$ cat config.mk
export PLATFORM = sky130hd
export DESIGN_NAME = shared_clock_slave_task_scheduler_core_flat
export DESIGN_NICKNAME = d
export VERILOG_FILES = /design/src/sv/scts_pkg.sv /design/src/sv/scts_if.sv /design/src/sv/scts_slot_mem.sv /design/src/sv/scts_seq.sv /design/src/sv/shared_clock_slave_task_scheduler_core.sv /design/src/flat_wrapper.sv
export SDC_FILE = /design/constraint.sdc
export NUM_CORES = 1
export LEC_CHECK = 0
export ABC_CLOCK_PERIOD_IN_PS = 3300
export BUFFER_PORTS_ARGS = -buffer_cell sky130_fd_sc_hd__buf_2
export CORE_MARGIN = 2
export CORE_UTILIZATION = 53
export DETAILED_ROUTE_END_ITERATION = 6
export HOLD_SLACK_MARGIN = 0.05
export PLACE_DENSITY_LB_ADDON = 0.1
export SETUP_SLACK_MARGIN = 0.15
export SYNTH_ARGS = -nofsm -noshare
export SYNTH_HDL_FRONTEND = slang
export SYNTH_SLANG_ARGS = --single-unit
$ cat constraint.sdc
create_clock -name clk_i -period 3.3 [get_ports clk_i]
set_input_delay 0 -clock clk_i [delete_from_list [all_inputs] [get_ports clk_i]]
set_output_delay 0 -clock clk_i [all_outputs]
set_load 0.05 [all_outputs]
$ cat src/sv/scts_pkg.sv
// Shared types and constants of the shared-clock slave task scheduler.
package scts_pkg;

  localparam int unsigned MaxTasksDef  = 8;
  localparam int unsigned DelayBitsDef = 16;

  localparam logic [7:0] StartByte0 = 8'h00;
  localparam logic [7:0] SlaveIdRst = 8'h01;

  typedef enum logic [1:0] {
    REQ_TICK  = 2'd0,
    REQ_WRITE = 2'd1,
    REQ_CLEAR = 2'd2,
    REQ_RSVD  = 2'd3
  } req_type_e;

  typedef enum logic [1:0] {
    ST_IDLE,
    ST_WALK,
    ST_DRAIN,
    ST_RESP
  } seq_state_e;

  typedef struct packed {
    logic        ack_send;
    logic [7:0]  ack_byte0;
    logic [7:0]  ack_byte1;
    logic        running;
    logic        tick_matched;
    logic [31:0] tick_data;
    logic [7:0]  run_pending;
  } rsp_t;

endpackage

$ cat src/sv/scts_if.sv
// Request and response channel interfaces of the slave task scheduler.
interface scts_req_if;
  logic        valid;
  logic        ready;
  logic [1:0]  req_type;
  logic [7:0]  frame_byte0;
  logic [7:0]  frame_byte1;
  logic [7:0]  frame_byte2;
  logic [7:0]  frame_byte3;
  logic [7:0]  frame_byte4;
  logic [7:0]  ack_payload;
  logic [2:0]  task_index;
  logic [15:0] task_delay;
  logic [15:0] task_period;
  logic        task_present;

  modport source (
    output valid, req_type, frame_byte0, frame_byte1, frame_byte2, frame_byte3,
           frame_byte4, ack_payload, task_index, task_delay, task_period, task_present,
    input  ready
  );
  modport sink (
    input  valid, req_type, frame_byte0, frame_byte1, frame_byte2, frame_byte3,
           frame_byte4, ack_payload, task_index, task_delay, task_period, task_present,
    output ready
  );
endinterface

interface scts_rsp_if;
  logic        valid;
  logic        ready;
  logic        ack_send;
  logic [7:0]  ack_byte0;
  logic [7:0]  ack_byte1;
  logic        running;
  logic        tick_matched;
  logic [31:0] tick_data;
  logic [7:0]  run_pending;

  modport source (
    output valid, ack_send, ack_byte0, ack_byte1, running, tick_matched, tick_data,
           run_pending,
    input  ready
  );
  modport sink (
    input  valid, ack_send, ack_byte0, ack_byte1, running, tick_matched, tick_data,
           run_pending,
    output ready
  );
endinterface

$ cat src/sv/scts_slot_mem.sv
// Task slot table: synchronous memory of delay and period with per-slot valid bits.
module scts_slot_mem #(
  parameter int unsigned MAX_TASKS  = 8,
  parameter int unsigned DELAY_BITS = 16,
  parameter int unsigned IDX_W      = 3
) (
  input  logic                  clk_i,
  input  logic                  rst_ni,
  input  logic                  wr_en_i,
  input  logic [IDX_W-1:0]      wr_addr_i,
  input  logic                  wr_present_i,
  input  logic [DELAY_BITS-1:0] wr_delay_i,
  input  logic [DELAY_BITS-1:0] wr_period_i,
  input  logic                  rd_en_i,
  input  logic [IDX_W-1:0]      rd_addr_i,
  output logic                  rd_present_o,
  output logic [DELAY_BITS-1:0] rd_delay_o,
  output logic [DELAY_BITS-1:0] rd_period_o
);
  import scts_pkg::*;

  logic [2*DELAY_BITS-1:0] mem [MAX_TASKS];
  logic [MAX_TASKS-1:0]    vld_q;
  logic [2*DELAY_BITS-1:0] rd_data_q;
  logic                    rd_vld_q;

  always_ff @(posedge clk_i) begin
    if (wr_en_i) begin
      mem[wr_addr_i] <= {wr_period_i, wr_delay_i};
    end
    if (rd_en_i) begin
      rd_data_q <= mem[rd_addr_i];
    end
  end

  always_ff @(posedge clk_i or negedge rst_ni) begin
    if (!rst_ni) begin
      vld_q    <= '0;
      rd_vld_q <= 1'b0;
    end else begin
      if (wr_en_i) begin
        vld_q[wr_addr_i] <= wr_present_i;
      end
      if (rd_en_i) begin
        rd_vld_q <= vld_q[rd_addr_i];
      end
    end
  end

  // An unwritten slot reads as empty with zero delay and period.
  assign rd_present_o = rd_vld_q;
  assign rd_delay_o   = rd_vld_q ? rd_data_q[DELAY_BITS-1:0] : '0;
  assign rd_period_o  = rd_vld_q ? rd_data_q[2*DELAY_BITS-1:DELAY_BITS] : '0;

endmodule

$ cat src/sv/scts_seq.sv
// Request sequencer: frame decode, slot walk with read-modify-write, run flags.
module scts_seq #(
  parameter int unsigned MAX_TASKS  = 8,
  parameter int unsigned DELAY_BITS = 16,
  parameter int unsigned IDX_W      = 3
) (
  input  logic                  clk_i,
  input  logic                  rst_ni,
  input  logic [7:0]            node_id_i,
  scts_req_if.sink              req,
  output scts_pkg::rsp_t        res_o,
  output logic                  res_valid_o,
  input  logic                  res_free_i,
  output logic                  mem_wr_en_o,
  output logic [IDX_W-1:0]      mem_wr_addr_o,
  output logic                  mem_wr_present_o,
  output logic [DELAY_BITS-1:0] mem_wr_delay_o,
  output logic [DELAY_BITS-1:0] mem_wr_period_o,
  output logic                  mem_rd_en_o,
  output logic [IDX_W-1:0]      mem_rd_addr_o,
  input  logic                  mem_rd_present_i,
  input  logic [DELAY_BITS-1:0] mem_rd_delay_i,
  input  logic [DELAY_BITS-1:0] mem_rd_period_i
);
  import scts_pkg::*;

  seq_state_e           state_q, state_d;
  logic                 started_q;
  logic [31:0]          capt_q;
  logic [MAX_TASKS-1:0] run_q;
  logic [IDX_W-1:0]     walk_q;
  logic                 wb_pend_q;
  logic [IDX_W-1:0]     wb_idx_q;
  logic                 ack_q, matched_q;
  logic [7:0]           a0_q, a1_q;

  logic                 accept, walk_last, idx_ok, start_hit, tick_hit;
  logic                 start_go, tick_go, flag_clr;
  logic [6:0]           idx_ext;
  logic [IDX_W-1:0]     idx;
  logic [31:0]          delay_ext, period_ext;
  logic                 wb_due;
  logic [DELAY_BITS-1:0] wb_delay;
  logic [7:0]           pend;

  assign accept    = req.valid && req.ready;
  assign walk_last = (walk_q == IDX_W'(MAX_TASKS - 1));
  assign idx_ext   = {4'b0, req.task_index};
  assign idx       = idx_ext[IDX_W-1:0];
  assign idx_ok    = (idx_ext < 7'(MAX_TASKS));
  assign start_hit = (req.frame_byte0 == StartByte0) && (req.frame_byte1 == node_id_i);
  assign tick_hit  = (req.frame_byte0 == node_id_i);
  assign delay_ext  = {16'b0, req.task_delay};
  assign period_ext = {16'b0, req.task_period};

  assign start_go = accept && (req_type_e'(req.req_type) == REQ_TICK) && !started_q
                    && start_hit;
  assign tick_go  = accept && (req_type_e'(req.req_type) == REQ_TICK) && started_q
                    && tick_hit;
  assign flag_clr = accept && idx_ok && ((req_type_e'(req.req_type) == REQ_WRITE)
                    || (req_type_e'(req.req_type) == REQ_CLEAR));

  // Next state
  always_comb begin
    state_d = state_q;
    unique case (state_q)
      ST_IDLE: begin
        if (req.valid) begin
          state_d = (req_type_e'(req.req_type) == REQ_TICK && started_q) ? ST_WALK : ST_RESP;
        end
      end
      ST_WALK: begin
        if (walk_last) begin
          state_d = ST_DRAIN;
        end
      end
      ST_DRAIN: state_d = ST_RESP;
      ST_RESP: begin
        if (res_free_i) begin
          state_d = ST_IDLE;
        end
      end
      default: state_d = ST_IDLE;
    endcase
  end

  // State outputs
  always_comb begin
    req.ready   = 1'b0;
    mem_rd_en_o = 1'b0;
    res_valid_o = 1'b0;
    unique case (state_q)
      ST_IDLE:  req.ready   = 1'b1;
      ST_WALK:  mem_rd_en_o = 1'b1;
      ST_DRAIN: ;
      ST_RESP:  res_valid_o = 1'b1;
      default:  ;
    endcase
  end

  assign mem_rd_addr_o = walk_q;

  // Write-back of the slot read in the previous cycle; the walk never reads the
  // slot it is writing, and task writes only happen while idle.
  assign wb_due   = wb_pend_q && mem_rd_present_i && (mem_rd_delay_i == '0);
  assign wb_delay = (mem_rd_delay_i == '0) ? mem_rd_period_i
                                           : mem_rd_delay_i - DELAY_BITS'(1);

  always_comb begin
    mem_wr_en_o      = 1'b0;
    mem_wr_addr_o    = wb_idx_q;
    mem_wr_present_o = 1'b1;
    mem_wr_delay_o   = wb_delay;
    mem_wr_period_o  = mem_rd_period_i;
    if (accept && req_type_e'(req.req_type) == REQ_WRITE && idx_ok) begin
      mem_wr_en_o      = 1'b1;
      mem_wr_addr_o    = idx;
      mem_wr_present_o = req.task_present;
      mem_wr_delay_o   = req.task_present ? delay_ext[DELAY_BITS-1:0] : '0;
      mem_wr_period_o  = req.task_present ? period_ext[DELAY_BITS-1:0] : '0;
    end else if (wb_pend_q && mem_rd_present_i) begin
      mem_wr_en_o = 1'b1;
    end
  end

  always_ff @(posedge clk_i or negedge rst_ni) begin
    if (!rst_ni) begin
      state_q   <= ST_IDLE;
      started_q <= 1'b0;
      capt_q    <= '0;
      run_q     <= '0;
      walk_q    <= '0;
      wb_pend_q <= 1'b0;
      wb_idx_q  <= '0;
      ack_q     <= 1'b0;
      matched_q <= 1'b0;
      a0_q      <= '0;
      a1_q      <= '0;
    end else begin
      state_q   <= state_d;
      wb_pend_q <= mem_rd_en_o;
      wb_idx_q  <= walk_q;
      if (accept) begin
        walk_q <= '0;
      end else if (mem_rd_en_o) begin
        walk_q <= walk_q + IDX_W'(1);
      end
      // Start frame, addressed tick, or a silent acknowledge for anything else.
      if (start_go) begin
        started_q <= 1'b1;
        ack_q     <= 1'b1;
        matched_q <= 1'b0;
        a0_q      <= StartByte0;
        a1_q      <= node_id_i;
      end else if (tick_go) begin
        capt_q    <= {req.frame_byte4, req.frame_byte3, req.frame_byte2,
                      req.frame_byte1};
        matched_q <= 1'b1;
        ack_q     <= 1'b1;
        a0_q      <= node_id_i;
        a1_q      <= req.ack_payload;
      end else if (accept) begin
        ack_q     <= 1'b0;
        matched_q <= 1'b0;
        a0_q      <= '0;
        a1_q      <= '0;
      end
      if (flag_clr) begin
        run_q[idx] <= 1'b0;
      end else if (wb_due) begin
        run_q[wb_idx_q] <= 1'b1;
      end
    end
  end

  for (genvar g = 0; g < 8; g++) begin : g_pend
    if (g < MAX_TASKS) begin : g_slot
      assign pend[g] = run_q[g];
    end else begin : g_none
      assign pend[g] = 1'b0;
    end
  end

  always_comb begin
    res_o.ack_send     = ack_q;
    res_o.ack_byte0    = a0_q;
    res_o.ack_byte1    = a1_q;
    res_o.running      = started_q;
    res_o.tick_matched = matched_q;
    res_o.tick_data    = capt_q;
    res_o.run_pending  = pend;
  end

endmodule

$ cat src/sv/shared_clock_slave_task_scheduler_core.sv
// Top level of the shared-clock slave task scheduler.
// Sequencing: a task write, run-flag clear or non-running frame goes from idle straight to
// the result state; a running tick walks every slot, then passes a drain state to the result.
// Throughput: one request at a time, set by the slot walk over the single table read port.
// A result register lets the next request in while a result waits to be taken.
// Reset: asynchronous, clears control, run flags and slot valid bits; no clearing pass.
module shared_clock_slave_task_scheduler_core #(
  parameter int unsigned MAX_TASKS  = scts_pkg::MaxTasksDef,
  parameter int unsigned DELAY_BITS = scts_pkg::DelayBitsDef
) (
  input  logic        clk_i,
  input  logic        rst_ni,
  input  logic        cfg_we_i,
  input  logic [7:0]  cfg_wdata_i,
  scts_req_if.sink    req_i,
  scts_rsp_if.source  rsp_o
);
  import scts_pkg::*;

  localparam int unsigned IdxW = (MAX_TASKS > 1) ? $clog2(MAX_TASKS) : 1;

  // Slave identifier register; the user must write it only while idle, the block does not enforce it.
  logic [7:0] node_id_q;

  // Sequencer to result register
  rsp_t res;
  logic res_valid, res_free;

  // Slot table port signals
  logic                  wr_en, wr_present, rd_en, rd_present;
  logic [IdxW-1:0]       wr_addr, rd_addr;
  logic [DELAY_BITS-1:0] wr_delay, wr_period, rd_delay, rd_period;

  // Result register: hold a finished result until the sink takes it.
  logic rsp_vld_q;
  rsp_t rsp_q;

  always_ff @(posedge clk_i or negedge rst_ni) begin
    if (!rst_ni) begin
      node_id_q <= SlaveIdRst;
    end else if (cfg_we_i) begin
      node_id_q <= cfg_wdata_i;
    end
  end

  scts_seq #(
    .MAX_TASKS  (MAX_TASKS),
    .DELAY_BITS (DELAY_BITS),
    .IDX_W      (IdxW)
  ) u_seq (
    .clk_i            (clk_i),
    .rst_ni           (rst_ni),
    .node_id_i        (node_id_q),
    .req              (req_i),
    .res_o            (res),
    .res_valid_o      (res_valid),
    .res_free_i       (res_free),
    .mem_wr_en_o      (wr_en),
    .mem_wr_addr_o    (wr_addr),
    .mem_wr_present_o (wr_present),
    .mem_wr_delay_o   (wr_delay),
    .mem_wr_period_o  (wr_period),
    .mem_rd_en_o      (rd_en),
    .mem_rd_addr_o    (rd_addr),
    .mem_rd_present_i (rd_present),
    .mem_rd_delay_i   (rd_delay),
    .mem_rd_period_i  (rd_period)
  );

  scts_slot_mem #(
    .MAX_TASKS  (MAX_TASKS),
    .DELAY_BITS (DELAY_BITS),
    .IDX_W      (IdxW)
  ) u_slot_mem (
    .clk_i        (clk_i),
    .rst_ni       (rst_ni),
    .wr_en_i      (wr_en),
    .wr_addr_i    (wr_addr),
    .wr_present_i (wr_present),
    .wr_delay_i   (wr_delay),
    .wr_period_i  (wr_period),
    .rd_en_i      (rd_en),
    .rd_addr_i    (rd_addr),
    .rd_present_o (rd_present),
    .rd_delay_o   (rd_delay),
    .rd_period_o  (rd_period)
  );

  // The register is free when empty or being drained in this cycle.
  assign res_free = !rsp_vld_q || rsp_o.ready;

  always_ff @(posedge clk_i or negedge rst_ni) begin
    if (!rst_ni) begin
      rsp_vld_q <= 1'b0;
    end else if (res_valid && res_free) begin
      rsp_vld_q <= 1'b1;
    end else if (rsp_o.ready) begin
      rsp_vld_q <= 1'b0;
    end
  end

  always_ff @(posedge clk_i) begin
    if (res_valid && res_free) begin
      rsp_q <= res;
    end
  end

  assign rsp_o.valid        = rsp_vld_q;
  assign rsp_o.ack_send     = rsp_q.ack_send;
  assign rsp_o.ack_byte0    = rsp_q.ack_byte0;
  assign rsp_o.ack_byte1    = rsp_q.ack_byte1;
  assign rsp_o.running      = rsp_q.running;
  assign rsp_o.tick_matched = rsp_q.tick_matched;
  assign rsp_o.tick_data    = rsp_q.tick_data;
  assign rsp_o.run_pending  = rsp_q.run_pending;

endmodule

$ cat src/flat_wrapper.sv
// flat-port wrapper written by rule: the top's interface ports become plain ports
module shared_clock_slave_task_scheduler_core_flat import scts_pkg::*;
#(
  parameter int unsigned MAX_TASKS  = scts_pkg::MaxTasksDef,
  parameter int unsigned DELAY_BITS = scts_pkg::DelayBitsDef
)
  (clk_i, rst_ni, cfg_we_i, cfg_wdata_i, req_i_valid, req_i_req_type, req_i_frame_byte0, req_i_frame_byte1, req_i_frame_byte2, req_i_frame_byte3, req_i_frame_byte4, req_i_ack_payload, req_i_task_index, req_i_task_delay, req_i_task_period, req_i_task_present, req_i_ready, rsp_o_valid, rsp_o_ack_send, rsp_o_ack_byte0, rsp_o_ack_byte1, rsp_o_running, rsp_o_tick_matched, rsp_o_tick_data, rsp_o_run_pending, rsp_o_ready);
  scts_req_if req_i_i ();
  scts_rsp_if rsp_o_i ();
  input  logic clk_i;
  input  logic rst_ni;
  input  logic cfg_we_i;
  input  logic [7:0] cfg_wdata_i;
  input wire logic [$bits(req_i_i.valid)-1:0] req_i_valid;
  input wire logic [$bits(req_i_i.req_type)-1:0] req_i_req_type;
  input wire logic [$bits(req_i_i.frame_byte0)-1:0] req_i_frame_byte0;
  input wire logic [$bits(req_i_i.frame_byte1)-1:0] req_i_frame_byte1;
  input wire logic [$bits(req_i_i.frame_byte2)-1:0] req_i_frame_byte2;
  input wire logic [$bits(req_i_i.frame_byte3)-1:0] req_i_frame_byte3;
  input wire logic [$bits(req_i_i.frame_byte4)-1:0] req_i_frame_byte4;
  input wire logic [$bits(req_i_i.ack_payload)-1:0] req_i_ack_payload;
  input wire logic [$bits(req_i_i.task_index)-1:0] req_i_task_index;
  input wire logic [$bits(req_i_i.task_delay)-1:0] req_i_task_delay;
  input wire logic [$bits(req_i_i.task_period)-1:0] req_i_task_period;
  input wire logic [$bits(req_i_i.task_present)-1:0] req_i_task_present;
  output wire logic [$bits(req_i_i.ready)-1:0] req_i_ready;
  output wire logic [$bits(rsp_o_i.valid)-1:0] rsp_o_valid;
  output wire logic [$bits(rsp_o_i.ack_send)-1:0] rsp_o_ack_send;
  output wire logic [$bits(rsp_o_i.ack_byte0)-1:0] rsp_o_ack_byte0;
  output wire logic [$bits(rsp_o_i.ack_byte1)-1:0] rsp_o_ack_byte1;
  output wire logic [$bits(rsp_o_i.running)-1:0] rsp_o_running;
  output wire logic [$bits(rsp_o_i.tick_matched)-1:0] rsp_o_tick_matched;
  output wire logic [$bits(rsp_o_i.tick_data)-1:0] rsp_o_tick_data;
  output wire logic [$bits(rsp_o_i.run_pending)-1:0] rsp_o_run_pending;
  input wire logic [$bits(rsp_o_i.ready)-1:0] rsp_o_ready;
  assign req_i_i.valid = req_i_valid;
  assign req_i_i.req_type = req_i_req_type;
  assign req_i_i.frame_byte0 = req_i_frame_byte0;
  assign req_i_i.frame_byte1 = req_i_frame_byte1;
  assign req_i_i.frame_byte2 = req_i_frame_byte2;
  assign req_i_i.frame_byte3 = req_i_frame_byte3;
  assign req_i_i.frame_byte4 = req_i_frame_byte4;
  assign req_i_i.ack_payload = req_i_ack_payload;
  assign req_i_i.task_index = req_i_task_index;
  assign req_i_i.task_delay = req_i_task_delay;
  assign req_i_i.task_period = req_i_task_period;
  assign req_i_i.task_present = req_i_task_present;
  assign req_i_ready = req_i_i.ready;
  assign rsp_o_valid = rsp_o_i.valid;
  assign rsp_o_ack_send = rsp_o_i.ack_send;
  assign rsp_o_ack_byte0 = rsp_o_i.ack_byte0;
  assign rsp_o_ack_byte1 = rsp_o_i.ack_byte1;
  assign rsp_o_running = rsp_o_i.running;
  assign rsp_o_tick_matched = rsp_o_i.tick_matched;
  assign rsp_o_tick_data = rsp_o_i.tick_data;
  assign rsp_o_run_pending = rsp_o_i.run_pending;
  assign rsp_o_i.ready = rsp_o_ready;
  shared_clock_slave_task_scheduler_core #(.MAX_TASKS(MAX_TASKS), .DELAY_BITS(DELAY_BITS)) u_core (.clk_i(clk_i), .rst_ni(rst_ni), .cfg_we_i(cfg_we_i), .cfg_wdata_i(cfg_wdata_i), .req_i(req_i_i), .rsp_o(rsp_o_i));
endmodule
==> flow_summary.toml <==
[outcome]
status = "finished, final reports clean"

[critical_path]
worst_ep_arrival_time_ns = 3.00
crit_path_max_incr_delay_ns = 0.69
endpoint = "u_core.u_slot_mem.mem[1][1]$_DFFE_PP_"
cp.required_ns = 3.52
slowest_stage = "o21ai_0"
ff2ff_setup_slack_ns = 0.52
r2r-start = "u_core.u_seq.state_q[0]$_DFFE_PN0P_"
cp-start-kind = "register"
end_kind = "register"
worstPathCellList = "inv_1 > ha_1 > and2_1 > nand2_1 > and2_1 > nand2_1 > o21ai_0"
crit_start = "u_core.u_seq.state_q[0]$_DFFE_PN0P_"
reg2reg_depth = 7
r2r_end = "u_core.u_slot_mem.mem[1][1]$_DFFE_PP_"
crit_fanout = 10
path_class = "register to register"

[die]
die_y_um = 183
start_util_pct = 53.7
io_pins = 160
die_x_um = 183
coreArea_sq_um = 31500
rows = 65
die_area_sq_um = 33300

[route]
detail-route-antenna-nets = 0
num_vias = 9215
wirelength_um = 37500
drc = 0
firstDrtPassIters = 6
vias_per_cell = 5.75
dr.first_iter.drc_count = 678
wl_per_cell_um = 23.4

[sta]
tightest_slew_ns = 0.904
period_minus_slack_ns = 2.78
fmax_mhz = 360
fin_hold_ws_ns = 0.0513
slew_violations = 0
period_share_pct = 84.2
final-setup-viol-count = 0
tns_ns = 0
fin_skew_ns = 0.0224
hold_violations = 0
worst_slack_ns = 0.522
max-slew-margin-rel_pct = 39.7
rsz0062_at_grt = "no"

[finish]
fin_area_sq_um = 20800
layout-drive-gt1-share_pct = 35.7
fillerInstances = 2144
n_antenna_cell = 0
nets = 1283
fin_util_pct = 66.0
area_growth_pct = 23.0

[global_routing]
antenna_found_initial = 0
grt_pass1_vias = 9553
grt_busiest_layer = "met2"
met2_usage_pct = 38.3
use_met3_pct = 3.53
grt_max_degree = 70
grt_pass1_wl_um = 56800
grt-ovfl-total = 0
gr-usage-met1_pct = 31.2
gr-usage-all-layers_pct = 22.8

[synth]
syn_area_sq_um = 16900
netlist_instances = 875
synth_top_area_share_pct = 61.7
synth.distinct_cells = 52
synthFlopType = "edfxtp_1"
syn-num-nets = 984
synth.most_common_cell = "edfxtp_1"
ys_seq_elements = 433
synth_edf_count = 347
yosys-top-cells-area = "edfxtp_1, dfrtp_1, mux4_2"
synth_commonest_cells = "edfxtp_1, dfrtp_1, mux2_2"
synth_largest_area_cell = "edfxtp_1"
yosysSeqAreaShare_pct = 74.4
ys.warnings.count = 0
avgSynthCellArea_sq_um = 19.3
async_flop_share_pct = 19.9

[power_and_ir_drop]
leakagePower_nw = 7.73
power_per_cell_area_nw_per_um2 = 855
irDropWorstVdd_v = 0.000589

[cts]
cts_tree = "yes"
cts_sinks = 433
ctsResizeCount = 0
cts_buffers = 44
cts_buffer_depth = 3
h-tree-depth = 2
clkTransAtPathRegs_ns = 0.06
clock_tree.root_cell = "clkbuf_16"
clk_latency_ns = 0.54

[run]
maxCapViolations = 0

[placement]
dp_worst_setup_slack_ns = 0.595
hpwl_um = 23400
place_area_sq_um = 18500
io_buffers = 159
place_congestion = 0.791

[hold_path]
min_path_cells = 2
worstHoldPathType = "input pin to register"
-- worst max-delay path: cells and delay by family, from the launching register on --
family	cells	cell delay [ns]
simple gates	4	1.05
compound gates	1	0.69
flops	1	0.38
fa+ha+maj	1	0.24
buf+inv	1	0.10
-- metal layers --
| metal | share of wire [%] | vias to the layer above | wire, um |
|---|---|---|---|
| li1 | - | 4114 | - |
| met1 | 42 | 4739 | 15800 |
| met2 | 50 | 305 | 18700 |
| met3 | 5.9 | 57 | 2210 |
| met4 | 2.0 | 0 | 760 |
| met5 | 0 | - | 0 |
-- state kept, by name, summed over array words and instances, names as in the netlist, 2 cells and up --
signal / count
u_core.u_slot_mem.vld_q: 8
u_core.rsp_o.tick_data: 32
u_core.rsp_o.ack_byte1: 8
u_core.rsp_o.ack_byte0: 8
u_core.rsp_o.run_pending: 8
u_core.u_slot_mem.rd_data_q: 32
u_core.u_seq.capt_q: 32
u_core.u_seq.pend: 8
u_core.node_id_q: 8
u_core.u_seq.state_q: 2
u_core.u_seq.a0_q: 8
u_core.u_seq.wb_idx_q: 3
u_core.u_seq.a1_q: 8
u_core.u_slot_mem.mem: 256
u_core.u_seq.mem_rd_addr_o: 3
-- kinds of logic (layout without fill, tap and decap cells) --
| family | count (synthesis) | after routing | synth area share, % |
|---|---|---|---|
| AO/OA/AOI/OAI | 91 | 91 | 3.92 |
| XOR/XNOR | 27 | 27 | 1.40 |
| adder cells (fa/ha/maj) | 10 | 10 | 0.741 |
| buffers and inverters | 52 | 379 | 1.41 |
| flip-flops | 433 | 433 | 74.4 |
| multiplexers | 153 | 153 | 14.5 |
| AND/OR/NAND/NOR | 109 | 109 | 3.54 |
-- area by class of cell --
type	instances	area, sq um	share of cell area (%)
Multi-Input combinational cell	390	4190	20.2
Clock inverter	18	194	0.934
Timing Repair Buffer	291	2070	9.95
Sequential cell	433	12600	60.6
Tap cell	402	503	2.42
Inverter	14	52.6	0.253
Clock buffer	56	1180	5.67
-- report_power, final --
part / leakage, nW / total (mW) / switching, mW / internal (mW)
logic: 2.72 / 4.83 / 2.97 / 1.85
clock network: 0.665 / 4.78 / 1.96 / 2.82
registers: 4.34 / 8.15 / 0.616 / 7.53
-- cells in the final DEF, fill, tap and decap left out, drive strengths merged, types with 22 or more instances in the layout --
cell type and count:
mux4 66, xnor2 22, o21ai 28, a22o 27, buf 200, clkbuf 56, dfrtp 85, edfxtp 347
dlygate4sd3 91, mux2 80, nand2 33
-- worst min-delay path by stage --
| stage | startpoint | endpoint |
|---|---|---|
| 3_3_place_gp | rst_ni | u_core.rsp_o.valid$_DFFE_PN0P_ |
| 3_5_place_dp | rst_ni | u_core.u_seq.state_q[1]$_DFFE_PN0P_ |
| 4_1_cts | req_i_task_period[11] | u_core.u_slot_mem.mem[6][27]$_DFFE_PP_ |
| 2_1_floorplan | rst_ni | u_core.node_id_q[1]$_DFFE_PN0P_ |
| 6_report | req_i_task_period[11] | u_core.u_slot_mem.mem[3][27]$_DFFE_PP_ |
| 5_1_grt | req_i_task_period[11] | u_core.u_slot_mem.mem[5][27]$_DFFE_PP_ |
-- per-stage QoR --
stage          std cells  power [mW]
2_1_floorplan        875        11.4
5_1_grt             1604        18.5
3_3_place_gp        1439        13.0
3_5_place_dp        1439        13.0
4_1_cts             1604        17.9
6_report            1604        17.8
-- repair_timing --
| item | 4_1_cts | 5_1_grt |
|---|---|---|
| hold buffers | 91 | 0 |
| endpoints found under the setup margin | 0 | 0 |
| hold endpoints to repair | 338 | 0 |
| setup buffers | 0 | 0 |
No activity file was read; power rests on OpenSTA's default activity.
